<file path="src/design/i2cram_pkg.sv">
// Shared types, constants and program tables for the I2C register access master.
package i2cram_pkg;

  localparam logic [1:0] CMD_WRITE = 2'd1;
  localparam logic [1:0] CMD_READ  = 2'd2;

  localparam logic [1:0] CFG_WRITE_ADDR = 2'd0;
  localparam logic [1:0] CFG_READ_ADDR  = 2'd1;
  localparam logic [1:0] CFG_TIMEOUT    = 2'd2;

  localparam logic [7:0] WRITE_ADDR_RESET = 8'd0;
  localparam logic [7:0] READ_ADDR_RESET  = 8'd1;
  localparam logic [7:0] TIMEOUT_RESET    = 8'd20;

  localparam logic [5:0] PH_IDLE     = 6'd63;
  localparam logic [5:0] PH_BUSY_END = 6'd48;
  localparam logic [3:0] POS_FAIL    = 4'd11;

  localparam int QUEUE_DEPTH = 2;

  typedef enum logic [1:0] {
    OP_TICK,
    OP_WRITE,
    OP_READ
  } op_t;

  typedef enum logic [2:0] {
    K_START,
    K_TX,
    K_ACK,
    K_RX,
    K_NACK,
    K_STOP
  } kind_t;

  typedef enum logic [2:0] {
    S_NONE,
    S_WADDR,
    S_REG,
    S_DATA,
    S_RADDR
  } src_t;

  typedef struct packed {
    op_t        op;
    logic [7:0] reg_addr;
    logic [7:0] write_data;
    logic       sda_in;
  } item_t;

  typedef struct packed {
    logic       push_ready;
    logic       pop_valid;
    logic [1:0] count;
  } q_stat_t;

  typedef struct packed {
    logic [7:0] write_address_byte;
    logic [7:0] read_address_byte;
    logic [7:0] ack_timeout;
  } cfg_t;

  typedef struct packed {
    logic [7:0] read_data;
    logic       success;
    logic       done_res;
    logic       busy_res;
    logic       sda_drive;
    logic       sda_out;
    logic       scl;
  } res_t;

  function automatic kind_t prog_kind(input logic is_read, input logic [3:0] pos);
    kind_t k;
    k = K_STOP;
    case ({is_read, pos})
      5'd0:  k = K_START;
      5'd1:  k = K_TX;
      5'd2:  k = K_ACK;
      5'd3:  k = K_TX;
      5'd4:  k = K_ACK;
      5'd5:  k = K_TX;
      5'd6:  k = K_ACK;
      5'd16: k = K_START;
      5'd17: k = K_TX;
      5'd18: k = K_ACK;
      5'd19: k = K_TX;
      5'd20: k = K_ACK;
      5'd21: k = K_START;
      5'd22: k = K_TX;
      5'd23: k = K_ACK;
      5'd24: k = K_RX;
      5'd25: k = K_NACK;
      default: k = K_STOP;
    endcase
    return k;
  endfunction

  function automatic src_t prog_src(input logic is_read, input logic [3:0] pos);
    src_t s;
    s = S_NONE;
    case ({is_read, pos})
      5'd1:  s = S_WADDR;
      5'd3:  s = S_REG;
      5'd5:  s = S_DATA;
      5'd17: s = S_WADDR;
      5'd19: s = S_REG;
      5'd22: s = S_RADDR;
      default: s = S_NONE;
    endcase
    return s;
  endfunction

endpackage

</file>
<file path="src/design/i2cram_front.sv">
// Input stage: registers each accepted item and classifies its command.
module i2cram_front (
  input  logic                clk,
  input  logic                rst,
  input  logic                in_valid,
  output logic                in_ready,
  input  logic [1:0]          in_cmd,
  input  logic [7:0]          in_reg_addr,
  input  logic [7:0]          in_write_data,
  input  logic                in_sda,
  output logic                push,
  output i2cram_pkg::item_t   push_item,
  input  i2cram_pkg::q_stat_t q_stat
);

  logic              valid;
  i2cram_pkg::item_t item;
  i2cram_pkg::op_t   op_next;

  always_comb begin
    case (in_cmd)
      i2cram_pkg::CMD_WRITE: op_next = i2cram_pkg::OP_WRITE;
      i2cram_pkg::CMD_READ:  op_next = i2cram_pkg::OP_READ;
      default:               op_next = i2cram_pkg::OP_TICK;
    endcase
  end

  assign push      = valid && q_stat.push_ready;
  assign in_ready  = !valid || q_stat.push_ready;
  assign push_item = item;

  always_ff @(posedge clk) begin
    if (rst) begin
      valid <= 1'b0;
    end else if (in_valid && in_ready) begin
      valid <= 1'b1;
    end else if (push) begin
      valid <= 1'b0;
    end
  end

  always_ff @(posedge clk) begin
    if (in_valid && in_ready) begin
      item.op         <= op_next;
      item.reg_addr   <= in_reg_addr;
      item.write_data <= in_write_data;
      item.sda_in     <= in_sda;
    end
  end

endmodule

</file>
<file path="src/design/i2cram_queue.sv">
// Two-entry queue between the input stage and the bus sequencer.
module i2cram_queue (
  input  logic                clk,
  input  logic                rst,
  input  logic                push,
  input  i2cram_pkg::item_t   push_item,
  input  logic                pop,
  output i2cram_pkg::item_t   pop_item,
  output i2cram_pkg::q_stat_t q_stat
);

  localparam int PTR_W = $clog2(i2cram_pkg::QUEUE_DEPTH);

  i2cram_pkg::item_t    entries [i2cram_pkg::QUEUE_DEPTH];
  logic [PTR_W-1:0]     wr_ptr;
  logic [PTR_W-1:0]     rd_ptr;
  logic [1:0]           count;

  assign q_stat.push_ready = (count != 2'(i2cram_pkg::QUEUE_DEPTH));
  assign q_stat.pop_valid  = (count != 2'd0);
  assign q_stat.count      = count;
  assign pop_item          = entries[rd_ptr];

  always_ff @(posedge clk) begin
    if (rst) begin
      wr_ptr <= '0;
      rd_ptr <= '0;
      count  <= 2'd0;
    end else begin
      if (push) begin
        wr_ptr <= wr_ptr + 1'b1;
      end
      if (pop) begin
        rd_ptr <= rd_ptr + 1'b1;
      end
      if (push && !pop) begin
        count <= count + 2'd1;
      end else if (pop && !push) begin
        count <= count - 2'd1;
      end
    end
  end

  always_ff @(posedge clk) begin
    if (push) begin
      entries[wr_ptr] <= push_item;
    end
  end

endmodule

</file>
<file path="src/design/i2cram_back.sv">
// Bus sequencer: runs one tick per item and holds the result in an output register.
module i2cram_back (
  input  logic              clk,
  input  logic              rst,
  input  logic              cfg_we,
  input  logic [1:0]        cfg_index,
  input  logic [7:0]        cfg_data,
  input  logic              pop_valid,
  input  i2cram_pkg::item_t pop_item,
  output logic              pop,
  output logic              out_valid,
  input  logic              out_ready,
  output i2cram_pkg::res_t  out_res
);

  i2cram_pkg::cfg_t cfg;

  logic [5:0] phase;
  logic [1:0] hold_count;
  logic [2:0] bit_count;
  logic [7:0] shift_byte;
  logic [7:0] poll_count;
  logic       is_read;
  logic [7:0] latched_register;
  logic [7:0] latched_data;
  logic [7:0] received_byte;
  logic       scl_level;
  logic       sda_level;

  logic [5:0] phase_next;
  logic [1:0] hold_count_next;
  logic [2:0] bit_count_next;
  logic [7:0] shift_byte_next;
  logic [7:0] poll_count_next;
  logic       is_read_next;
  logic [7:0] latched_register_next;
  logic [7:0] latched_data_next;
  logic [7:0] received_byte_next;
  logic       scl_level_next;
  logic       sda_level_next;
  i2cram_pkg::res_t res_next;

  assign pop = pop_valid && (!out_valid || out_ready);

  always_comb begin
    logic            scl;
    logic            sdo;
    logic            drv;
    logic            done;
    logic            ok;
    logic            enter;
    logic [3:0]      epos;
    logic [3:0]      pos;
    logic [1:0]      sub;
    logic            run;
    i2cram_pkg::kind_t kind;
    i2cram_pkg::src_t  src;

    phase_next            = phase;
    hold_count_next       = hold_count;
    bit_count_next        = bit_count;
    shift_byte_next       = shift_byte;
    poll_count_next       = poll_count;
    is_read_next          = is_read;
    latched_register_next = latched_register;
    latched_data_next     = latched_data;
    received_byte_next    = received_byte;
    scl_level_next        = scl_level;
    sda_level_next        = sda_level;
    scl   = scl_level;
    sdo   = sda_level;
    drv   = 1'b1;
    done  = 1'b0;
    ok    = 1'b0;
    enter = 1'b0;
    epos  = 4'd0;
    run   = 1'b1;
    src   = i2cram_pkg::S_NONE;

    if (phase >= i2cram_pkg::PH_BUSY_END) begin
      if (pop_item.op == i2cram_pkg::OP_WRITE || pop_item.op == i2cram_pkg::OP_READ) begin
        latched_register_next = pop_item.reg_addr;
        latched_data_next     = pop_item.write_data;
        is_read_next          = (pop_item.op == i2cram_pkg::OP_READ);
        phase_next            = 6'd0;
        hold_count_next       = 2'd0;
        bit_count_next        = 3'd0;
        poll_count_next       = 8'd0;
        shift_byte_next       = 8'd0;
      end else begin
        run = 1'b0;
      end
    end

    pos  = phase_next[5:2];
    sub  = phase_next[1:0];
    kind = i2cram_pkg::prog_kind(is_read_next, pos);

    if (run) begin
      scl = 1'b0;
      sdo = 1'b1;
      case (kind)
        i2cram_pkg::K_START: begin
          case (sub)
            2'd0: begin
              scl = scl_level;
              hold_count_next = 2'd0;
              phase_next = phase_next + 6'd1;
            end
            2'd1, 2'd2: begin
              scl = 1'b1;
              sdo = (sub == 2'd1);
              if (hold_count_next >= 2'd1) begin
                hold_count_next = 2'd0;
                phase_next = phase_next + 6'd1;
              end else begin
                hold_count_next = hold_count_next + 2'd1;
              end
            end
            default: begin
              sdo = 1'b0;
              if (hold_count_next >= 2'd1) begin
                hold_count_next = 2'd0;
                enter = 1'b1;
                epos  = pos + 4'd1;
              end else begin
                hold_count_next = hold_count_next + 2'd1;
              end
            end
          endcase
        end
        i2cram_pkg::K_TX: begin
          sdo = shift_byte_next[7];
          scl = (sub == 2'd0);
          if (hold_count_next >= 2'd1) begin
            hold_count_next = 2'd0;
            if (sub == 2'd0) begin
              phase_next = phase_next + 6'd1;
            end else begin
              shift_byte_next = {shift_byte_next[6:0], 1'b0};
              bit_count_next  = bit_count_next + 3'd1;
              if (bit_count_next == 3'd0) begin
                enter = 1'b1;
                epos  = pos + 4'd1;
              end else begin
                phase_next = {pos, 2'd0};
              end
            end
          end else begin
            hold_count_next = hold_count_next + 2'd1;
          end
        end
        i2cram_pkg::K_ACK: begin
          case (sub)
            2'd0: begin
              sdo = sda_level;
              phase_next = phase_next + 6'd1;
            end
            2'd1: begin
              phase_next = phase_next + 6'd1;
            end
            2'd2: begin
              scl = 1'b1;
              drv = 1'b0;
              if (!pop_item.sda_in) begin
                phase_next = phase_next + 6'd1;
              end else if (poll_count_next >= cfg.ack_timeout) begin
                enter = 1'b1;
                epos  = i2cram_pkg::POS_FAIL;
              end else begin
                poll_count_next = poll_count_next + 8'd1;
              end
            end
            default: begin
              drv   = 1'b0;
              enter = 1'b1;
              epos  = pos + 4'd1;
            end
          endcase
        end
        i2cram_pkg::K_RX: begin
          drv = 1'b0;
          if (sub == 2'd0) begin
            scl = 1'b1;
            shift_byte_next = {shift_byte_next[6:0], pop_item.sda_in};
            phase_next = phase_next + 6'd1;
          end else begin
            bit_count_next = bit_count_next + 3'd1;
            if (bit_count_next == 3'd0) begin
              received_byte_next = shift_byte_next;
              enter = 1'b1;
              epos  = pos + 4'd1;
            end else begin
              phase_next = {pos, 2'd0};
            end
          end
        end
        i2cram_pkg::K_NACK: begin
          scl = (sub != 2'd0);
          if (hold_count_next >= 2'd1) begin
            hold_count_next = 2'd0;
            if (sub == 2'd0) begin
              phase_next = phase_next + 6'd1;
            end else begin
              enter = 1'b1;
              epos  = pos + 4'd1;
            end
          end else begin
            hold_count_next = hold_count_next + 2'd1;
          end
        end
        default: begin
          case (sub)
            2'd0: begin
              sdo = 1'b0;
              hold_count_next = 2'd0;
              phase_next = phase_next + 6'd1;
            end
            2'd1: begin
              scl = 1'b1;
              sdo = 1'b0;
              if (hold_count_next >= 2'd1) begin
                hold_count_next = 2'd0;
                phase_next = phase_next + 6'd1;
              end else begin
                hold_count_next = hold_count_next + 2'd1;
              end
            end
            default: begin
              scl = 1'b1;
              if (hold_count_next >= 2'd1) begin
                hold_count_next = 2'd0;
                done = 1'b1;
                ok   = (pos != i2cram_pkg::POS_FAIL);
                phase_next = i2cram_pkg::PH_IDLE;
              end else begin
                hold_count_next = hold_count_next + 2'd1;
              end
            end
          endcase
        end
      endcase

      if (enter) begin
        if (epos > i2cram_pkg::POS_FAIL) begin
          epos = i2cram_pkg::POS_FAIL;
        end
        phase_next      = {epos, 2'd0};
        hold_count_next = 2'd0;
        bit_count_next  = 3'd0;
        poll_count_next = 8'd0;
        src = i2cram_pkg::prog_src(is_read_next, epos);
        case (src)
          i2cram_pkg::S_WADDR: shift_byte_next = cfg.write_address_byte;
          i2cram_pkg::S_REG:   shift_byte_next = latched_register_next;
          i2cram_pkg::S_DATA:  shift_byte_next = latched_data_next;
          i2cram_pkg::S_RADDR: shift_byte_next = cfg.read_address_byte;
          default:             shift_byte_next = 8'd0;
        endcase
      end

      if (!drv) begin
        sdo = 1'b1;
      end
      scl_level_next = scl;
      sda_level_next = sdo;
    end

    res_next.scl       = scl;
    res_next.sda_out   = sdo;
    res_next.sda_drive = drv;
    res_next.busy_res  = run;
    res_next.done_res  = done;
    res_next.success   = ok;
    res_next.read_data = received_byte_next;
  end

  always_ff @(posedge clk) begin
    if (rst) begin
      cfg.write_address_byte <= i2cram_pkg::WRITE_ADDR_RESET;
      cfg.read_address_byte  <= i2cram_pkg::READ_ADDR_RESET;
      cfg.ack_timeout        <= i2cram_pkg::TIMEOUT_RESET;
    end else if (cfg_we) begin
      case (cfg_index)
        i2cram_pkg::CFG_WRITE_ADDR: cfg.write_address_byte <= cfg_data;
        i2cram_pkg::CFG_READ_ADDR:  cfg.read_address_byte  <= cfg_data;
        i2cram_pkg::CFG_TIMEOUT:    cfg.ack_timeout        <= cfg_data;
        default: ;
      endcase
    end
  end

  always_ff @(posedge clk) begin
    if (rst) begin
      phase            <= i2cram_pkg::PH_IDLE;
      hold_count       <= 2'd0;
      bit_count        <= 3'd0;
      shift_byte       <= 8'd0;
      poll_count       <= 8'd0;
      is_read          <= 1'b0;
      latched_register <= 8'd0;
      latched_data     <= 8'd0;
      received_byte    <= 8'd0;
      scl_level        <= 1'b1;
      sda_level        <= 1'b1;
      out_valid        <= 1'b0;
    end else begin
      if (pop) begin
        phase            <= phase_next;
        hold_count       <= hold_count_next;
        bit_count        <= bit_count_next;
        shift_byte       <= shift_byte_next;
        poll_count       <= poll_count_next;
        is_read          <= is_read_next;
        latched_register <= latched_register_next;
        latched_data     <= latched_data_next;
        received_byte    <= received_byte_next;
        scl_level        <= scl_level_next;
        sda_level        <= sda_level_next;
        out_valid        <= 1'b1;
      end else if (out_ready) begin
        out_valid <= 1'b0;
      end
    end
  end

  always_ff @(posedge clk) begin
    if (pop) begin
      out_res <= res_next;
    end
  end

endmodule

</file>
<file path="src/design/i2c_register_access_master_top.sv">
// Top level of the I2C register access master: input stage, queue and bus sequencer.
//
//   channel  direction  carries
//   s_*      in         one bus tick: command, register, data, sampled SDA
//   m_*      out        pin levels and status for that tick
//   cfg_*    in         register writes: address bytes and ACK timeout
//
// One item per clock is sustained while m_tready is high; each item is one bus tick.
// A result passes the input register, the queue and the output register before it is
// presented. The sequencer state updates once per item.
// Reset restores the register defaults, idles the sequencer and empties the queue.
// With m_tready low, the input register and the two-entry queue absorb items
// before s_tready drops.
module i2c_register_access_master_top (
  input  logic        clk,
  input  logic        rst,
  input  logic        s_tvalid,
  output logic        s_tready,
  input  logic [23:0] s_tdata,   // reg_addr[7:0], write_data[15:8], sda_in[16], zero
  input  logic [1:0]  s_tuser,   // cmd[1:0]
  output logic        m_tvalid,
  input  logic        m_tready,
  output logic [15:0] m_tdata,   // scl, sda_out, sda_drive, busy_res, done_res, success,
                                 // read_data[13:6], zero
  input  logic        cfg_we,
  input  logic [1:0]  cfg_index,
  input  logic [7:0]  cfg_data
);

  logic                push;
  logic                pop;
  i2cram_pkg::item_t   push_item;
  i2cram_pkg::item_t   pop_item;
  i2cram_pkg::q_stat_t q_stat;
  i2cram_pkg::res_t    res;

  i2cram_front u_front (
    .clk           (clk),
    .rst           (rst),
    .in_valid      (s_tvalid),
    .in_ready      (s_tready),
    .in_cmd        (s_tuser),
    .in_reg_addr   (s_tdata[7:0]),
    .in_write_data (s_tdata[15:8]),
    .in_sda        (s_tdata[16]),
    .push          (push),
    .push_item     (push_item),
    .q_stat        (q_stat)
  );

  i2cram_queue u_queue (
    .clk       (clk),
    .rst       (rst),
    .push      (push),
    .push_item (push_item),
    .pop       (pop),
    .pop_item  (pop_item),
    .q_stat    (q_stat)
  );

  i2cram_back u_back (
    .clk       (clk),
    .rst       (rst),
    .cfg_we    (cfg_we),
    .cfg_index (cfg_index),
    .cfg_data  (cfg_data),
    .pop_valid (q_stat.pop_valid),
    .pop_item  (pop_item),
    .pop       (pop),
    .out_valid (m_tvalid),
    .out_ready (m_tready),
    .out_res   (res)
  );

  assign m_tdata = {2'b00, res.read_data, res.success, res.done_res, res.busy_res,
                    res.sda_drive, res.sda_out, res.scl};

`ifndef ASSERT_OFF
  a_release_high: assert property (@(posedge clk) disable iff (rst)
    (m_tvalid && !m_tdata[2]) |-> m_tdata[1])
    else $error("released SDA not reported high");

  a_done_busy: assert property (@(posedge clk) disable iff (rst)
    (m_tvalid && (m_tdata[4] || m_tdata[5])) |-> (m_tdata[3] && m_tdata[4]))
    else $error("done or success outside a transaction");

  a_queue_step: assert property (@(posedge clk) disable iff (rst)
    !$past(rst) |-> ((q_stat.count == $past(q_stat.count)) ||
                     (q_stat.count == $past(q_stat.count) + 2'd1) ||
                     (q_stat.count == $past(q_stat.count) - 2'd1)))
    else $error("queue count jumped");

  a_pop_nonempty: assert property (@(posedge clk) disable iff (rst)
    pop |-> (q_stat.count != 2'd0))
    else $error("pop from empty queue");
`endif

endmodule
</file>
<file path="config.mk">
export PLATFORM = sky130hd
export DESIGN_NAME = i2c_register_access_master_top
export DESIGN_NICKNAME = d
export VERILOG_FILES = /design/src/design/i2cram_pkg.sv /design/src/design/i2cram_front.sv /design/src/design/i2cram_queue.sv /design/src/design/i2cram_back.sv /design/src/design/i2c_register_access_master_top.sv
export SDC_FILE = /design/constraint.sdc
export NUM_CORES = 1
export LEC_CHECK = 0
export ABC_AREA = 0
export ABC_CLOCK_PERIOD_IN_PS = 4300
export BUFFER_PORTS_ARGS = -buffer_cell sky130_fd_sc_hd__buf_2
export CAP_MARGIN = 20
export CORE_ASPECT_RATIO = 1.75
export CORE_MARGIN = 5
export CORE_UTILIZATION = 48
export DETAILED_ROUTE_END_ITERATION = 16
export PLACE_DENSITY = 0.78
export SYNTH_ARGS = -nofsm -noshare
export SYNTH_HDL_FRONTEND = slang
export SYNTH_HIERARCHICAL = 1
export SYNTH_SLANG_ARGS = --single-unit
</file>
<file path="constraint.sdc">
create_clock -name clk -period 4.3 [get_ports clk]
set_input_delay 0.215 -clock clk [delete_from_list [all_inputs] [get_ports clk]]
set_output_delay 0.215 -clock clk [all_outputs]
set_load 0.1 [all_outputs]
</file>
# --- Yosys cells after proc, flatten, opt, wreduce, memory -nomap -nowiden ---
# Memories as Yosys holds them, arrays and structs flattened. A register that Yosys moved wholly into a read port is not among the register bits.
# Index checks and enable logic that the tools add are counted.
classes:
  n_addsub: 9
  order_cmp: 4
  n_eq_ne: 24
  n_mux: 114
  n_bitwise: 2
  reduce_logical: 34
ops:
  columns: ["cell", "count"]
  rows:
  - ["$mux 8", 23]
  - ["$mux 6", 11]
  - ["$mux 4", 13]
  - ["$pmux 6 s2", 3]
  - ["$pmux 8 s4", 1]
  - ["$mux 1", 31]
  - ["$pmux 6 s5", 1]
  - ["$mux 3", 8]
  - ["$pmux 4 s5", 1]
  - ["$mux 2", 9]
  - ["$pmux 8 s2", 1]
  - ["$eq 5x5->1 const B", 3]
  - ["$reduce_or 2->1", 7]
  - ["$eq 3x2->1 const B", 4]
  - ["$pmux 3 s4", 1]
  - ["$pmux 1 s5", 2]
  - ["$reduce_bool 2->1", 5]
  - ["$reduce_or 9->1", 1]
  - ["$add 8x1->8 const B", 1]
  - ["$eq 2x1->1 const B", 4]
  - ["$eq 2x2->1 const B", 4]
  - ["$ge 8x8->1", 1]
  - ["$pmux 1 s2", 4]
  - ["$pmux 2 s2", 2]
  - ["other kinds (28)", 46]
totals:
  register_bits: 117
  ramBits: 38
  romBits: 96
  output_inout_bits: 18
  elab_cells: 219
  memories: 2
mem_list:
  columns: ["name", "depth", "word_bits", "read_ports", "rd_ports_with_merged_regs", "write_ports", "line_no", "text"]
  rows:
  - ["(name not given)", 32, 3, 1, 0, 0, "i2cram_pkg.sv:76", "case ({is_read, pos})"]
  - ["u_queue.entries", 2, 19, 1, 1, 1, "i2cram_queue.sv:14", "i2cram_pkg::item_t entries [i2cram_pkg::QUEUE_DEPTH];"]

# --- Longest topological paths before layout ---
# Gate-level depths: netlist (run 1).
logic_depth:
  depth_word: 24
  depth_mapped: 20
  ltp_nobuf: 15

# --- By module ---
# The synthesis (run 1) kept the hierarchy.
modules_own_cells:
  columns: ["mod", "n_inst", "cells_per_inst", "area_each_um2", "seq_area_each_um2"]
  rows:
  - ["i2cram_back", 1, 788, 6193.4, 2001.9]
  - ["i2cram_queue", 1, 81, 1579.0, 1241.2]
  - ["i2cram_front", 1, 27, 645.6, 590.6]
  - ["i2c_register_access_master_top", 1, 3, 18.8, 0.0]

# --- Worst setup path after synthesis (run 1) ---
# No wires, ideal clock.
synth_timing:
  kind: "reg2reg"
  from: "reg with a tool-made name"
  to: "reg u_back.poll_count[7]"
  t_arrival_ps: 4374
  setup_slack_ps: -206
  stages_incl_launch_ff: 20
  period_less_slack_ps: 4506
  path_cell_list: "dfxtp_1 buf_2 buf_6 mux2_1 inv_1 ha_1 nand3b_1 clkbuf_1 clkbuf_1 clkbuf_1 and2_1 ha_1 and3_1 a221oi_1 o2111ai_1 a2111oi_1 nand4_1 nor3b_1 o21ai_0 a21oi_1"
synth_lines:
  columns: ["element", "line_no", "text"]
  rows:
  - ["end signal, assigned", "i2cram_back.sv:313", "poll_count <= poll_count_next;"]
  - ["end, declared", "i2cram_back.sv:22", "logic [7:0] poll_count;"]

==> out/summary.txt, run 1 <==
vias in the first global route: 7,323
Die Area: 20,400 um^2
wire per inst: 19.5 um
Main synth FF type: dfxtp_1
number of synthesized register bits: 156
Post-synth EDFFs: 71
Yosys top cell area share: 0.253
Final Slew Violations: 0
Remaining DRCs: 0
post-synthesis sequential area ratio: 0.454
CP startpoint kind: flop
Antenna diodes: 0
Crit path largest cell delay: 380 ps
max-capacitance violation count: 0
required time worst endpoint: 4560 ps
total grt overflow: 0
most frequent cells in the layout: nand2_1, dfxtp_1, buf_4, nor2_1, edfxtp_1
post-route setup TNS: 0 ps
pin count of the biggest net entering global routing: 49
Highest Clock Rate: 0.241 GHz
initial antenna violation count: 0
CP Data Arrival Time: 4400 ps
final setup vio count: 0
First DRT Iteration DRCs: 561
gp weighted congestion: 1.00
Worst Hold Class: input port to flop
Cell variety after synth: 91
Yosys warnings: 6
number of antenna-violating nets in the routed design: 0
ys async rst share: 0
first-pass GRT wire length: 38.7 mm
Vias per Instance: 5.91
CTS clk-pin slew, worst paths: 60 ps
CTS Buf Count: 17
Die Span Y: 185 um
Mapped Cells: 899
DIE WIDTH: 110 um
min cycle time layout: 4140 ps
row count: 64
final hold vios: 0
PnR worst setup slack: 155 ps
Layout area overhead: 20.0%
Post CTS Setup Buffer Count: 0
NumNets Final: 1,072
placeable core region: 17,400 um^2
Initial Util: 0.486
Final Cell Area: 10,100 um^2
CTS H-Tree Depth: 4
1st-pass router iterations: 5
final WL: 24.3 mm
relative slew slack: 0.365
fraction of layout cells with a size suffix above 1: 0.189
CP max FO: 29
final core occ: 0.582
clk_skew: 9.93 ps
critical path's slowest cell: dfxtp_2
Ports: 59
Post-Syn Area per Cell: 9.38 um^2
WS Path Type: flop to flop
unrepaired setup endpoints after global routing: true
Place WS: 73.6 ps
cell area after synthesis: 8440 um^2
Critical Path, Cell by Cell: mux2_1 > ha_1 > nand3b_1 > buf_4 > buf_12 > and2_1 > ha_1 > nand4_1 > or2_2 > o22a_1 > a2111o_1 > and3_4 > nor4b_4 > buf_4 > a22oi_1 > a211oi_1
ranking of synthesized cells by area: edfxtp_1, dfxtp_1, nand2_1
critical path capture point type: flop
clock sink count: 156
number of fill cells: 1,502
Root Buffer: clkbuf_16
Buffers on Ports: 49
HPWL Detailed: 17.5 mm
Slew @ Worst Pin: 949 ps
post-synth top area cell: edfxtp_1
Placed Area: 9310 um^2
via count: 7,389
most common cell after layout, fill and taps aside: nand2_1
outcome: complete, no violations
global-route usage over all layers: 0.248
CTS tree: done
clk buf depth: 2
Clk Latency, worst-skew pair: 430 ps
Tcrit/Tclk final: 0.964
[final timing paths]
kind | slack (ps) | to | cells past startpoint | from
worst max-delay path | 160 | u_back/shift_byte[1] | 16 | flop
worst min-delay path | 50 | u_front/valid | 3 | s_tvalid
worst max register to register | 160 | u_back/shift_byte[1] | 16 | flop
worst min register to register | 440 | u_queue/entries[0][17] | 0 | u_front/push_item[17]
[Yosys cell counts, drive strengths merged (20+ instances only)]
| cell type | number |
|---|---|
| o21ai | 32 |
| nand2 | 136 |
| mux2i | 26 |
| mux2 | 26 |
| dfxtp | 85 |
| clkbuf | 35 |
| edfxtp | 71 |
| buf | 20 |
| ha | 25 |
| a21oi | 64 |
| nand3 | 26 |
| inv | 26 |
| nor2 | 77 |
[flip-flops by register name, indices dropped and copies added (netlist names), 8 cells and up, named ones only]
register and cells:
u_back/shift_byte 8, u_back/poll_count 8, u_back/latched_data 8, u_back/out_res 14, u_front/push_item 19, u_back/received_byte 8, u_back/cfg 24, u_queue/entries 38
u_back/latched_register 8
[repair_timing]
action,4_1_cts,5_1_grt
pin swaps,0,1
hold buffers,17,0
endpoints found under the setup margin,2,23
gates resized for setup,1,11
endpoints found under the hold margin,17,0
[worst max-delay path, delay by kind of cell, from the launching register on]
| family | cells | cell delay (ps) |
|---|---|---|
| adders and majority gates | 2 | 650 |
| buffers and inverters | 3 | 510 |
| muxes | 1 | 350 |
| AOI/OAI and AO/OA | 4 | 910 |
| and+or+nand+nor | 6 | 1160 |
| DFF | 1 | 380 |
[cell type report]
cell class	count	area (um^2)	area share
multi-input cells	661	4320	0.427
flip-flops and latches	156	3830	0.379
repair buffers	142	998	0.0987
clock buffers	18	429	0.0424
well taps	231	289	0.0286
clock inverters	14	146	0.0145
inverters	28	105	0.0104
[logic make-up after synthesis]
logic type                 after synthesis  share of synthesized area
AOI/OAI and AO/OA                      222                      0.185
xor gates and xnor gates                11                     0.0114
adders and majority gates               25                     0.0371
buffers and inverters                   83                     0.0421
DFF                                    156                      0.454
muxes                                   52                     0.0655
other                                    1                   0.000444
and+or+nand+nor                        349                      0.204
[per-stage QoR]
step / cells / hold WS [ps]
finish: 1250 / 48.5
global route: 1250 / 69.9
CTS: 1249 / 27.8
detailed placement: 1200 / 393
global placement: 1200 / 391
floorplan: 900 / 277
[per-layer routing]
metal  vias up  routed length [um]  GRT usage
met5         -                   0          0
met4         0                1780      0.176
met3       113                1230     0.0419
met2       288               13000      0.445
met1      3482                8380      0.254
li1       3506                   -          -
Power of run 1 is left out: the tool's default activity adds up to more than one toggle a clock period on the data nets, which glitch-free logic cannot reach.
==> inputs of run 2 (changes only) <==
CELL_PAD_IN_SITES_DETAIL_PLACEMENT = 0   (was unset)
CELL_PAD_IN_SITES_GLOBAL_PLACEMENT = 1   (was unset)
CORE_UTILIZATION = 43   (was 48)
PLACE_DENSITY = 0.87   (was 0.78)
==> run 2 against run 1 <==
Effect of this change:
- via count fell by 1.7%
- first-iteration DRC count decreased by 19%
- non-clock buffer count down 4
- sequential share of layout area is essentially flat
- highest routed layer unchanged
- wire length about the same
- critical path depth is the same
- clock skew grew 0.67 ps
- final cell count increased by 0.48%
- clock-buffer cell count fell by 1
- core utilization decreased by 5.8 points
- worst setup slack better by 58 ps
- cell area about the same
==> out/summary.txt, run 2 (synthesized netlist as in run 1, its figures left out) <==
Root Buffer: clkbuf_16
row count: 67 (+4.7%)
CP Data Arrival Time: 4400 ps (about the same)
Highest Clock Rate: 0.245 GHz (+1.4%)
final hold vios: 0 (unchanged)
Buffers on Ports: 49 (unchanged)
relative slew slack: 0.301 (-0.0643)
Ports: 59 (unchanged)
Slew @ Worst Pin: 1050 ps (+96.2 ps)
clk buf depth: 2 (unchanged)
Antenna diodes: 0 (unchanged)
CTS tree: done
WS Path Type: flop to flop
initial antenna violation count: 0 (unchanged)
clock sink count: 156 (unchanged)
CTS H-Tree Depth: 4 (unchanged)
CTS clk-pin slew, worst paths: 70 ps (about the same)
global-route usage over all layers: 0.221 (-0.0278)
CP Buf/Inv Count: 4 (+1)
Vias per Instance: 5.79 (-2.1%)
most common cell after layout, fill and taps aside: nand2_1
CTS Buf Count: 17 (unchanged)
met3 Use GR: 0.0322 (-0.00965)
HPWL Detailed: 17.9 mm (+2.5%)
Crit path largest cell delay: 380 ps (about the same)
outcome: complete, no violations
Final Cell Area: 10,100 um^2 (about the same)
Worst Hold Launch: s_tvalid
Worst Hold Class: input port to flop
via count: 7,266 (-1.7%)
First DRT Iteration DRCs: 454 (-19%)
met1 Use GR: 0.230 (-0.0247)
wire per inst: 19.4 um (-0.40%)
required time worst endpoint: 4610 ps (+50 ps)
CP top delay family: compound AO/OA/AOI/OAI gates
clk_skew: 10.6 ps (+0.668 ps)
WHS: 44.6 ps (-3.91 ps)
first-pass GRT wire length: 38.7 mm (unchanged)
vias in the first global route: 7,283 (-0.55%)
final setup vio count: 0 (unchanged)
Worst path most repeated cell: buf_4
Final Slew Violations: 0 (unchanged)
post-placement cell count: 1,206 (+0.50%)
fin cells: 1,256 (+0.48%)
Remaining DRCs: 0 (unchanged)
post-route setup TNS: 0 ps (unchanged)
met2 GRT Util: 0.398 (-0.0470)
fraction of layout cells with a size suffix above 1: 0.186 (-0.00319)
Initial Util: 0.438 (-0.0480)
placeable core region: 19,300 um^2 (+11%)
1st-pass router iterations: 6 (+1)
CP max FO: 19 (-34%)
critical path's slowest cell: a311o_1
DIE WIDTH: 116 um (+5.1%)
Clk Latency, worst-skew pair: 420 ps (about the same)
Die Span Y: 195 um (+5.3%)
final WL: 24.4 mm (about the same)
pin count of the biggest net entering global routing: 45 (-8.2%)
Critical Path, Cell by Cell: mux2_1 > ha_1 > nand3b_1 > buf_4 > nand2_1 > buf_4 > ha_1 > buf_4 > clkinv_1 > nor2_1 > nand3_1 > xnor2_1 > nor3_1 > a311oi_1 > o211ai_1 > a311o_1
total grt overflow: 0 (unchanged)
most frequent cells in the layout: nand2_1, dfxtp_1, nor2_1, buf_4, edfxtp_1
NumNets Final: 1,068 (-0.37%)
min cycle time layout: 4090 ps (-58.0 ps)
Layout area overhead: 19.9% (about the same)
max reg flops: 38 (unchanged)
Tcrit/Tclk final: 0.950 (-0.0135)
number of fill cells: 1,842 (+23%)
max-capacitance violation count: 0 (unchanged)
gp weighted congestion: 1.04 (+4.0%)
Die Area: 22,600 um^2 (+11%)
Biggest register: u_queue/entries
Placed Area: 9290 um^2 (-0.19%)
CP startpoint kind: flop
critical path capture point type: flop
Top Usage Layer GRT: met2
number of antenna-violating nets in the routed design: 0 (unchanged)
unrepaired setup endpoints after global routing: false
[run 2: cell types whose count changed in the layout (fill, tap and decap cells not counted), moves of 3 or more]
cell / previous run / this run
clkinv_4: 4 / 1
buf_4: 75 / 71
clkinvlp_4: 4 / 0
inv_6: 1 / 8
[run 2: layer usage]
metal / routed length [um] / up-vias / share of wire
met5: 0 / - / 0
met1: 8770 / 3477 / 0.36
met4: 1580 / 0 / 0.065
met2: 13200 / 209 / 0.54
li1: - / 3505 / -
met3: 811 / 75 / 0.033
[run 2: timing repair]
action	in CTS	in global routing
gates resized for setup	0	5
endpoints found under the setup margin	0	27
hold endpoints to repair	17	0
hold buffers	17	0
setup buffers	0	1
[run 2: final timing paths]
kind	end	slack (ps)	depth (start not counted)
max	u_back/phase[4]	210	16
min	u_front/valid	40	3
max reg2reg	u_back/phase[4]	210	16
min reg2reg	u_queue/entries[0][17]	450	0
[run 2: cell type report]
type | instances | area [um^2] | area share
multi-input combinational | 661 | 4280 | 0.423
sequential | 156 | 3830 | 0.379
timing repair buffer | 138 | 968 | 0.0958
clock buffer | 17 | 425 | 0.0421
tap | 241 | 302 | 0.0298
clock inverter | 15 | 196 | 0.0194
inverter | 28 | 105 | 0.0104
[run 2: tightest hold or removal path, stage by stage]
cell	delay [ps]
buf_2	100
inv_1	60
a21oi_2	40
[run 2: per-stage QoR]
stage / setup WS, ps / utilization
after CTS: 9.27 / 0.523
final: 213 / 0.524
after detailed placement: 26.9 / 0.482
after global placement: 93.5 / 0.482
after global routing: 8.32 / 0.524
after floorplan: 2.90 / -
Power of run 2 is left out for the same reason.
==> inputs of run 3 (changes only) <==
BUFFER_PORTS_ARGS = -buffer_cell sky130_fd_sc_hd__buf_4   (was -buffer_cell sky130_fd_sc_hd__buf_2)
CTS_CLUSTER_SIZE = 14   (was unset)
GPL_ROUTABILITY_DRIVEN = 0   (was unset)
==> run 3 against run 2 <==
Effect of this change:
- clock skew down 4.4 ps
- non-clock buffer count down 10
- first-iteration DRC count up 1.3%
- via count down 0.40%
- global-route usage down 1.2 points
- sequential share of layout area down 0.26 points
- cell area up 0.69%
- fmax down 0.33%
- worst hold slack better by 7.1 ps
- critical endpoint is now u_back/shift_byte[1]
- highest routed layer unchanged
==> out/summary.txt, run 3 (synthesized netlist as in run 1, its figures left out) <==
outcome: complete, no violations
Layout area overhead: 20.7%
Tcrit/Tclk final: 0.954 (+0.00314)
Reg2Reg Depth: 15 (-1)
CP startpoint kind: flop
WHS Path Cells: 3 (unchanged)
final hold vios: 0 (unchanged)
Place WS: 115 ps (+88.5 ps)
CTS clk-pin slew, worst paths: 60 ps (about the same)
CTS H-Tree Depth: 4 (unchanged)
Initial Util: 0.438 (unchanged)
Worst Hold Class: input port to flop
clk_skew: 6.23 ps (-4.36 ps)
Ports: 59 (unchanged)
NumNets Final: 1,058 (-0.94%)
max-capacitance violation count: 0 (unchanged)
row count: 67 (unchanged)
max reg flops: 38 (unchanged)
Die Area: 22,600 um^2 (unchanged)
WS Path Type: flop to flop
Antenna diodes: 0 (unchanged)
Slew @ Worst Pin: 954 ps (-90.9 ps)
clock sink count: 156 (unchanged)
final core occ: 0.528 (+0.00363)
CP max FO: 14 (-5)
min cycle time layout: 4100 ps (+13.5 ps)
Highest Clock Rate: 0.244 GHz (-0.33%)
fraction of layout cells with a size suffix above 1: 0.179 (-0.00710)
DIE WIDTH: 116 um (unchanged)
Remaining DRCs: 0 (unchanged)
final WL: 23.2 mm (-4.6%)
most common cell after layout, fill and taps aside: nand2_1
clk buf depth: 2 (unchanged)
CTS Buf Count: 17 (unchanged)
1st-pass router iterations: 5 (-1)
Buffers on Ports: 49 (unchanged)
pin count of the biggest net entering global routing: 89 (+98%)
Die Span Y: 195 um (unchanged)
Placed Area: 9330 um^2 (+0.43%)
vias in the first global route: 7,148 (-1.9%)
First DRT Iteration DRCs: 460 (+1.3%)
number of fill cells: 1,788 (-2.9%)
WHS: 51.7 ps (+7.14 ps)
placeable core region: 19,300 um^2 (unchanged)
required time worst endpoint: 4560 ps (-50 ps)
Clk Latency, worst-skew pair: 420 ps (about the same)
Vias per Instance: 5.81 (+0.40%)
HPWL Detailed: 16.9 mm (-5.7%)
CP Data Arrival Time: 4360 ps (-40 ps)
critical path capture point type: flop
Final Slew Violations: 0 (unchanged)
most frequent cells in the layout: nand2_1, buf_4, dfxtp_1, nor2_1, edfxtp_1
first-pass GRT wire length: 37.0 mm (-4.2%)
number of antenna-violating nets in the routed design: 0 (unchanged)
reg-to-reg setup timing slack: 200 ps (about the same)
total grt overflow: 0 (unchanged)
CTS tree: done
Root Buffer: clkbuf_16
initial antenna violation count: 0 (unchanged)
final setup vio count: 0 (unchanged)
via count: 7,237 (-0.40%)
Final Cell Area: 10,200 um^2 (+0.69%)
relative slew slack: 0.364 (+0.0632)
PnR worst setup slack: 200 ps (-13.5 ps)
wire per inst: 18.6 um (-3.9%)
global-route usage over all layers: 0.209 (-0.0117)
Biggest register: u_queue/entries
[run 3: cell count changes in the layout (fill, tap and decap cells not counted), moves of 3 or more]
cell / previous run / this run
inv_6: 8 / 2
clkbuf_1: 0 / 3
a221oi_1: 9 / 6
buf_4: 71 / 110
a221oi_2: 0 / 3
buf_2: 49 / 0
clkinv_4: 1 / 5
[run 3: per-layer routing]
| metal | vias to the layer above | GRT usage | routed length (um) |
|---|---|---|---|
| met4 | 0 | 0.171 | 1930 |
| met2 | 228 | 0.362 | 12100 |
| met5 | - | 0 | 0 |
| met1 | 3444 | 0.216 | 8290 |
| met3 | 92 | 0.0313 | 903 |
| li1 | 3473 | - | - |
[run 3: path summary, 6_finish.rpt]
path	startpoint	endpoint
worst min register to register	u_front/push_item[9]	u_queue/entries[0][9]
worst max-delay path	flop	u_back/shift_byte[1]
worst min-delay path	s_tvalid	u_front/valid
worst max register to register	flop	u_back/shift_byte[1]
[run 3: what timing repair did]
action	in CTS	in global routing
buffers inserted	0	1
pin swaps	0	1
endpoints found under the hold margin	17	0
endpoints found under the setup margin	1	22
hold buffers	17	0
resized for setup	1	12
[run 3: layout make-up]
class / instances / area [um^2] / share of cell area
inverter: 28 / 105 / 0.0103
tap: 241 / 302 / 0.0296
sequential: 156 / 3830 / 0.377
timing repair buffer: 128 / 1020 / 0.0998
multi-input combinational: 661 / 4330 / 0.425
clock inverter: 12 / 163 / 0.0160
clock buffer: 20 / 437 / 0.0429
[run 3: per-stage QoR]
stage	cells	TNS, ps
5_1_grt	1246	-47.0
2_1_floorplan	900	0
3_3_place_gp	1195	0
3_5_place_dp	1195	0
4_1_cts	1244	0
6_report	1246	0
[run 3: critical path: stages (launching register included)]
cell,delay (ps)
dfxtp_2,360
mux2_1,330
ha_1,320
nand3b_1,190
buf_4,190
and2_1,170
ha_1,310
nand4_1,150
or2_2,300
o22a_1,280
a2111o_1,430
and3_2,300
nor4b_4,150
buf_4,170
a22oi_1,180
a211oi_1,100
Power of run 3 is left out for the same reason.
